<file path="src/rtl/nrl3fp_pkg.sv">
`timescale 1ns / 1ps
package nrl3fp_pkg;

    localparam int HEADER_BYTES  = 20;
    localparam int REQUEST_BYTES = 35;

    localparam int POS_W  = 11;
    localparam int CALL_W = 56;
    localparam int HDR_W  = 48;
    localparam int PL_W   = 10;

    localparam logic [POS_W-1:0] POS_MAX      = 11'd2047;
    localparam logic [POS_W-1:0] POS_SRC_END  = 11'd7;
    localparam logic [POS_W-1:0] POS_DST_END  = 11'd14;
    localparam logic [POS_W-1:0] POS_HDR_END  = 11'(HEADER_BYTES);
    localparam logic [POS_W-1:0] POS_WINDOW   = 11'(HEADER_BYTES);
    localparam logic [POS_W-1:0] POS_USR_END  = 11'd28;
    localparam logic [POS_W-1:0] POS_NODE_END = 11'(REQUEST_BYTES);
    // Position of the last byte in a frame of exactly header or request length.
    localparam logic [POS_W-1:0] POS_HDR_LAST = 11'(HEADER_BYTES - 1);
    localparam logic [POS_W-1:0] POS_REQ_LAST = 11'(REQUEST_BYTES - 1);
    localparam logic [POS_W-1:0] PAYLOAD_MAX  = 11'd1023;

    localparam logic [7:0] CALL_MIN  = 8'h60;
    localparam logic [7:0] KIND_MASK = 8'h0F;

    localparam logic [3:0] KIND_CREQ = 4'd1;
    localparam logic [3:0] KIND_CACK = 4'd2;
    localparam logic [3:0] KIND_INFO = 4'd5;
    localparam logic [3:0] KIND_LAST = 4'd6;

    localparam logic [2:0] ST_OK        = 3'd0;
    localparam logic [2:0] ST_TOO_SHORT = 3'd1;
    localparam logic [2:0] ST_NOT_CONN  = 3'd2;
    localparam logic [2:0] ST_BAD_OP    = 3'd3;
    localparam logic [2:0] ST_REQ_SHORT = 3'd4;

    localparam int QUEUE_DEPTH = 2;
    localparam int QPTR_W      = $clog2(QUEUE_DEPTH);
    localparam int QCNT_W      = $clog2(QUEUE_DEPTH + 1);

    localparam int RES_BITS = 3 + 4 * CALL_W + 8 + 16 + 8 + 8 + 4 + 8 + PL_W;
    localparam int RES_PAD  = (8 - RES_BITS % 8) % 8;
    localparam int RES_W    = RES_BITS + RES_PAD;

    typedef struct packed {
        logic [POS_W-1:0]  pos;
        logic [CALL_W-1:0] src;
        logic [CALL_W-1:0] dst;
        logic [HDR_W-1:0]  hdr;
        logic [7:0]        win;
        logic [CALL_W-1:0] usr;
        logic [CALL_W-1:0] node;
    } frame_rec_t;

    // Members listed from the top bit down, so status sits in the lowest bits.
    typedef struct packed {
        logic [RES_PAD-1:0] pad;
        logic [PL_W-1:0]    payload_length;
        logic [CALL_W-1:0]  node_call;
        logic [CALL_W-1:0]  user_call;
        logic [7:0]         window_size;
        logic [3:0]         frame_kind;
        logic [7:0]         receive_sequence;
        logic [7:0]         send_sequence;
        logic [15:0]        circuit;
        logic [7:0]         time_to_live;
        logic [CALL_W-1:0]  dest_call;
        logic [CALL_W-1:0]  source_call;
        logic [2:0]         status;
    } result_t;

    typedef struct packed {
        logic       push;
        frame_rec_t rec;
    } queue_wr_t;

    typedef struct packed {
        logic       empty;
        logic       full;
        frame_rec_t head;
    } queue_rd_t;

endpackage

</file>
<file path="src/rtl/nrl3fp_front.sv">
`timescale 1ns / 1ps
module nrl3fp_front
    import nrl3fp_pkg::*;
(
    input  logic       aclk,
    input  logic       aresetn,
    input  logic       beat,
    input  logic [7:0] frame_byte,
    input  logic       last_byte,
    output queue_wr_t  qwr
);

    logic [POS_W-1:0]  pos_reg, pos_next;
    logic [CALL_W-1:0] src_reg, src_next, src_upd;
    logic [CALL_W-1:0] dst_reg, dst_next, dst_upd;
    logic [HDR_W-1:0]  hdr_reg, hdr_next, hdr_upd;
    logic [7:0]        win_reg, win_next, win_upd;
    logic [CALL_W-1:0] usr_reg, usr_next, usr_upd;
    logic [CALL_W-1:0] node_reg, node_next, node_upd;

    always_comb begin
        src_upd  = src_reg;
        dst_upd  = dst_reg;
        hdr_upd  = hdr_reg;
        win_upd  = win_reg;
        usr_upd  = usr_reg;
        node_upd = node_reg;
        if (pos_reg < POS_SRC_END) begin
            src_upd = {src_reg[CALL_W-9:0], frame_byte};
        end else if (pos_reg < POS_DST_END) begin
            dst_upd = {dst_reg[CALL_W-9:0], frame_byte};
        end else if (pos_reg < POS_HDR_END) begin
            hdr_upd = {hdr_reg[HDR_W-9:0], frame_byte};
        end else if (pos_reg == POS_WINDOW) begin
            win_upd = frame_byte;
        end else if (pos_reg < POS_USR_END) begin
            usr_upd = {usr_reg[CALL_W-9:0], frame_byte};
        end else if (pos_reg < POS_NODE_END) begin
            node_upd = {node_reg[CALL_W-9:0], frame_byte};
        end

        pos_next  = pos_reg;
        src_next  = src_reg;
        dst_next  = dst_reg;
        hdr_next  = hdr_reg;
        win_next  = win_reg;
        usr_next  = usr_reg;
        node_next = node_reg;
        if (beat) begin
            if (last_byte) begin
                pos_next  = '0;
                src_next  = '0;
                dst_next  = '0;
                hdr_next  = '0;
                win_next  = '0;
                usr_next  = '0;
                node_next = '0;
            end else begin
                pos_next  = (pos_reg < POS_MAX) ? pos_reg + 11'd1 : pos_reg;
                src_next  = src_upd;
                dst_next  = dst_upd;
                hdr_next  = hdr_upd;
                win_next  = win_upd;
                usr_next  = usr_upd;
                node_next = node_upd;
            end
        end

        qwr.push     = beat && last_byte;
        qwr.rec.pos  = pos_reg;
        qwr.rec.src  = src_upd;
        qwr.rec.dst  = dst_upd;
        qwr.rec.hdr  = hdr_upd;
        qwr.rec.win  = win_upd;
        qwr.rec.usr  = usr_upd;
        qwr.rec.node = node_upd;
    end

    always_ff @(posedge aclk) begin
        if (!aresetn) begin
            pos_reg  <= '0;
            src_reg  <= '0;
            dst_reg  <= '0;
            hdr_reg  <= '0;
            win_reg  <= '0;
            usr_reg  <= '0;
            node_reg <= '0;
        end else begin
            pos_reg  <= pos_next;
            src_reg  <= src_next;
            dst_reg  <= dst_next;
            hdr_reg  <= hdr_next;
            win_reg  <= win_next;
            usr_reg  <= usr_next;
            node_reg <= node_next;
        end
    end

endmodule

</file>
<file path="src/rtl/nrl3fp_queue.sv">
`timescale 1ns / 1ps
module nrl3fp_queue
    import nrl3fp_pkg::*;
(
    input  logic      aclk,
    input  logic      aresetn,
    input  queue_wr_t qwr,
    input  logic      pop,
    output queue_rd_t qrd
);

    frame_rec_t        mem_reg [QUEUE_DEPTH];
    logic [QPTR_W-1:0] wr_ptr_reg, wr_ptr_next;
    logic [QPTR_W-1:0] rd_ptr_reg, rd_ptr_next;
    logic [QCNT_W-1:0] count_reg, count_next;
    logic              do_push, do_pop;

    always_comb begin
        qrd.empty = (count_reg == '0);
        qrd.full  = (count_reg == QCNT_W'(QUEUE_DEPTH));
        qrd.head  = mem_reg[rd_ptr_reg];
        do_push   = qwr.push && !qrd.full;
        do_pop    = pop && !qrd.empty;

        wr_ptr_next = wr_ptr_reg;
        rd_ptr_next = rd_ptr_reg;
        if (do_push) begin
            wr_ptr_next = (wr_ptr_reg == QPTR_W'(QUEUE_DEPTH - 1)) ? '0 : wr_ptr_reg + 1'b1;
        end
        if (do_pop) begin
            rd_ptr_next = (rd_ptr_reg == QPTR_W'(QUEUE_DEPTH - 1)) ? '0 : rd_ptr_reg + 1'b1;
        end
        count_next = count_reg;
        if (do_push && !do_pop) begin
            count_next = count_reg + 1'b1;
        end else if (do_pop && !do_push) begin
            count_next = count_reg - 1'b1;
        end
    end

    always_ff @(posedge aclk) begin
        if (!aresetn) begin
            wr_ptr_reg <= '0;
            rd_ptr_reg <= '0;
            count_reg  <= '0;
        end else begin
            wr_ptr_reg <= wr_ptr_next;
            rd_ptr_reg <= rd_ptr_next;
            count_reg  <= count_next;
        end
    end

    always_ff @(posedge aclk) begin
        if (do_push) begin
            mem_reg[wr_ptr_reg] <= qwr.rec;
        end
    end

endmodule

</file>
<file path="src/rtl/nrl3fp_back.sv">
`timescale 1ns / 1ps
module nrl3fp_back
    import nrl3fp_pkg::*;
(
    input  logic      aclk,
    input  logic      aresetn,
    input  queue_rd_t qrd,
    output logic      pop,
    output logic      out_valid,
    input  logic      out_ready,
    output result_t   out_data
);

    logic       valid_reg, valid_next;
    result_t    res_reg, res_next;
    frame_rec_t rec;
    logic [3:0] kind;
    logic [7:0] first_byte;
    logic [POS_W-1:0] payload;

    always_comb begin
        rec        = qrd.head;
        kind       = rec.hdr[3:0] & KIND_MASK[3:0];
        first_byte = rec.src[CALL_W-1 -: 8];
        payload    = rec.pos - POS_HDR_LAST;
        pop        = !qrd.empty && (!valid_reg || out_ready);

        res_next = '0;
        if (rec.pos < POS_HDR_LAST) begin
            res_next.status = ST_TOO_SHORT;
        end else if (first_byte < CALL_MIN) begin
            res_next.status = ST_NOT_CONN;
        end else if (!(kind inside {[KIND_CREQ:KIND_LAST]})) begin
            res_next.status = ST_BAD_OP;
        end else if (kind == KIND_CREQ && rec.pos < POS_REQ_LAST) begin
            res_next.status = ST_REQ_SHORT;
        end else begin
            res_next.status           = ST_OK;
            res_next.source_call      = rec.src;
            res_next.dest_call        = rec.dst;
            res_next.time_to_live     = rec.hdr[47:40];
            res_next.circuit          = rec.hdr[39:24];
            res_next.send_sequence    = rec.hdr[23:16];
            res_next.receive_sequence = rec.hdr[15:8];
            res_next.frame_kind       = kind;
            if (kind == KIND_CREQ) begin
                res_next.window_size = rec.win;
                res_next.user_call   = rec.usr;
                res_next.node_call   = rec.node;
            end else if (kind == KIND_CACK && rec.pos > POS_HDR_LAST) begin
                res_next.window_size = rec.win;
            end else if (kind == KIND_INFO) begin
                res_next.payload_length = (payload > PAYLOAD_MAX) ?
                    PAYLOAD_MAX[PL_W-1:0] : payload[PL_W-1:0];
            end
        end

        valid_next = valid_reg;
        if (pop) begin
            valid_next = 1'b1;
        end else if (out_ready) begin
            valid_next = 1'b0;
        end
    end

    always_ff @(posedge aclk) begin
        if (!aresetn) begin
            valid_reg <= 1'b0;
        end else begin
            valid_reg <= valid_next;
        end
    end

    always_ff @(posedge aclk) begin
        if (pop) begin
            res_reg <= res_next;
        end
    end

    assign out_valid = valid_reg;
    assign out_data  = res_reg;

endmodule

</file>
<file path="src/rtl/netrom_l3_frame_parser_top.sv">
`timescale 1ns / 1ps
// Takes one frame byte per cycle; s_tready drops only while two finished frames wait behind
// a stalled result register, set by the two-entry queue between capture and classification.
// A frame ending in s_tlast is queued, then classified into the result register (m_tvalid).
// Throughput: one byte per cycle while s_tready stays high, one result per frame.
// Reset (aresetn low, synchronous) clears the byte position, the captured fields,
// the queue and the output valid; no result is pending afterward.
module netrom_l3_frame_parser_top
    import nrl3fp_pkg::*;
(
    input  logic             aclk,
    input  logic             aresetn,
    input  logic             s_tvalid,
    output logic             s_tready,
    input  logic [7:0]       s_tdata,   // frame_byte
    input  logic             s_tlast,   // last_byte
    output logic             m_tvalid,
    input  logic             m_tready,
    // status, source_call, dest_call, time_to_live, circuit, send_sequence,
    // receive_sequence, frame_kind, window_size, user_call, node_call,
    // payload_length, zero pad
    output logic [RES_W-1:0] m_tdata
);

    queue_wr_t qwr;
    queue_rd_t qrd;
    logic      pop;
    result_t   res;

    assign s_tready = !qrd.full;

    nrl3fp_front u_front (
        .aclk       (aclk),
        .aresetn    (aresetn),
        .beat       (s_tvalid && s_tready),
        .frame_byte (s_tdata),
        .last_byte  (s_tlast),
        .qwr        (qwr)
    );

    nrl3fp_queue u_queue (
        .aclk    (aclk),
        .aresetn (aresetn),
        .qwr     (qwr),
        .pop     (pop),
        .qrd     (qrd)
    );

    nrl3fp_back u_back (
        .aclk      (aclk),
        .aresetn   (aresetn),
        .qrd       (qrd),
        .pop       (pop),
        .out_valid (m_tvalid),
        .out_ready (m_tready),
        .out_data  (res)
    );

    assign m_tdata = res;

endmodule

</file>
<file path="config.mk">
export PLATFORM = sky130hd
export DESIGN_NAME = netrom_l3_frame_parser_top
export DESIGN_NICKNAME = d
export VERILOG_FILES = /design/src/rtl/nrl3fp_pkg.sv /design/src/rtl/nrl3fp_front.sv /design/src/rtl/nrl3fp_queue.sv /design/src/rtl/nrl3fp_back.sv /design/src/rtl/netrom_l3_frame_parser_top.sv
export SDC_FILE = /design/constraint.sdc
export NUM_CORES = 2
export LEC_CHECK = 0
export BUFFER_PORTS_ARGS = -buffer_cell sky130_fd_sc_hd__clkbuf_2
export CAP_MARGIN = 20
export CELL_PAD_IN_SITES_DETAIL_PLACEMENT = 1
export CELL_PAD_IN_SITES_GLOBAL_PLACEMENT = 1
export CORE_ASPECT_RATIO = 1.2
export CORE_MARGIN = 4
export CORE_UTILIZATION = 54
export CTS_CLUSTER_SIZE = 30
export DETAILED_ROUTE_END_ITERATION = 7
export PLACE_DENSITY_LB_ADDON = 0.1
export SYNTH_ARGS = -nofsm -noshare
export SYNTH_HDL_FRONTEND = slang
export SYNTH_HIERARCHICAL = 1
export SYNTH_SLANG_ARGS = --single-unit
</file>
<file path="constraint.sdc">
create_clock -name aclk -period 42.1 [get_ports aclk]
set_input_delay 8.42 -clock aclk [delete_from_list [all_inputs] [get_ports aclk]]
set_output_delay 8.42 -clock aclk [all_outputs]
set_load 0.01 [all_outputs]
</file>
==> results.md <==
* Outcome: completed
* CTS tree: done
* CTS Buf Count at 110
* WS Path Type: in -> reg
* Die Y at 334 um
* Syn Inst Count at 3459
* Fin crit period at 12.59 ns
* Crit-path cells: clkbuf_2 > nor2b_4 > buf_4 > nand2_1 > inv_1 > inv_1 > nor3_4 > buf_12 > buf_4 > buf_16 > buf_4
* Max FFs per register at roughly 570
* Slew margin rel. at 23.0%
* RSZ-0062 raised after global routing: no
* YS warnings at 6
* Worst min path class: reg -> reg
* Largest fanout on the critical path at 148
* Clock Tree Buf Depth at 3
* Worst Setup End Kind: flop
* R2R cell count at 12
* Drt first pass iters at 5
* Grt ovf at 0
* Final hold slack at ~0.48 ns
* CTS Hold Bufs at 0
* Die area at 93500 um^2
* DRT iter0 DRCs at roughly 2500
* First-pass GRT wire length at ~190000 um
* Cell Rows at 119
* Wirelength per Cell at between 20 and 25 um
* Worst VDD drop at 0.0000399 V
* Critical Path AT at 12.88 ns
* Power Total at 3.28 mW
* Area after DPL at 49900 um^2
* Setup TNS at 0 ns
* Pins Over Slew Limit at 0
* Post-DP HPWL at 72600 um
* Leakage Power at 18.9 nW
* Fmax achieved at between 0.07 and 0.08 GHz
* Worst Hold Path Cells at 1
* Design area at approximately 54000 um^2
* Max stage delay on crit path at 0.78 ns
* Largest net degree at the start of global routing at approximately 150
* I/O pin total at 311
* Tot GR Track Use at 25.5%
* Setup crit start kind: input port
* Final GP Congestion at 0.799
* Worst skew pair latency at 0.68 ns
* ANT nets after route at 0
* Vias at 29500
* Slowest cell on crit path: nand2_1
* P per Cell Area at about 60 nW/um^2
* Maxcap violations at 0
* Setup Buffers After CTS at 0
* Number of global-route vias before repair at 31200
* Cell Area, Synth at between 40000 and 50000 um^2
* Area Growth Syn to Fin at 12.6%
* Ant. Diodes at 0
* Wirelength, routed at 122000 um
* Share of layout cells above drive strength 1 at 26.7%
* Die X at 280 um
* # nets final at approximately 3700
* Syn_area_per_cell at about 14 um^2
* Most Frequent Cell on Critical Path: buf_4
* PostCTS Resize Cnt at 0
* DRC Markers at 0
* Root buffer cell: clkbuf_16
* Clk slew on worst S/H paths at ~0.060 ns
* Measured slew at the worst slew-check pin at ~1.2 ns
* Final setup vio count at 0
* Post-route clock period utilization at 29.9%
* Hold Fails Final Rpt at 0
* Vias per Instance at 6.05
* Clk sinks at 1160
* Initial antenna violation count at 2
* Core ar. at 87800 um^2
* Clock skew at between 0.03 and 0.04 ns
* H-tree depth reported by CTS at 3
* # port buffers at 303
* Initial core utilization at a little over half
* WP data required at 42.39 ns
[critical path, delay by kind of cell]
family / cells / cell delay, ns
AND/OR/NAND/NOR: 3 / 1.11
buffers and inverters: 8 / 3.19
[report_power, final]
part	internal, mW	switching [mW]	total [mW]	leakage (nW)
Sequential	1.49	0.0745	1.56	10.3
Combinational	0.233	0.424	0.657	6.70
Clock	0.629	0.435	1.06	1.91
[worst paths after layout]
path                              from                 endpoint  slack (ns)
hold / removal     u_front/hdr_reg[41]      u_front/hdr_reg[41]        0.48
setup / recovery              s_tvalid  u_queue/mem_reg[0][209]       29.51
setup reg to reg  u_queue/count_reg[0]  u_queue/mem_reg[0][209]       36.52
hold reg to reg    u_front/hdr_reg[41]      u_front/hdr_reg[41]        0.48
[cell type report]
type                    instances  area, um^2
clock inverters                78         931
flip-flops and latches       1160       31900
well taps                    1149        1440
repair buffers                349        1950
inverters                     112         420
clock buffers                 131        3010
multi-input cells            1906       14300
fillers                      8342       33900
[per-layer routing]
| metal | routed length, um | up-vias | track usage, % |
|---|---|---|---|
| met5 | 0 | - | 0 |
| met4 | 3410 | 0 | 7.59 |
| met3 | 5100 | 166 | 3.39 |
| met2 | 63200 | 748 | 45.0 |
| met1 | 50000 | 15300 | 33.1 |
| li1 | - | 13400 | - |
[stage by stage]
step	util, %	instances	setup WS, ns
after floorplan	-	3466	18.01
after global placement	56.8	4672	28.53
after detailed placement	56.8	4674	28.65
after CTS	61.3	4883	29.32
after global routing	61.4	4885	29.09
final	61.4	4885	29.51
[placed cells by master, fill, tap and decap left out, drive strengths merged, types with 11 or more instances in the layout]
| master | instances |
|---|---|
| a21oi | 12 |
| nand3b | 98 |
| o211ai | 56 |
| a211oi | 12 |
| bufinv | 19 |
| buf | 47 |
| or4 | 13 |
| mux2i | 49 |
| and3 | 118 |
| nor3b | 154 |
| a21boi | 11 |
| a31oi | 20 |
| o21a | 20 |
| nand4 | 51 |
| o221ai | 112 |
| nand2 | 421 |
| clkinv | 42 |
| o21ai | 67 |
| a22o | 96 |
| clkbuf | 433 |
| nand3 | 56 |
| dfxtp | 297 |
| edfxtp | 863 |
| inv | 117 |
| mux2 | 411 |
| nor3 | 22 |
| nor4 | 12 |
| clkinvlp | 12 |
Note: power is estimated with default switching activity, not from simulation.
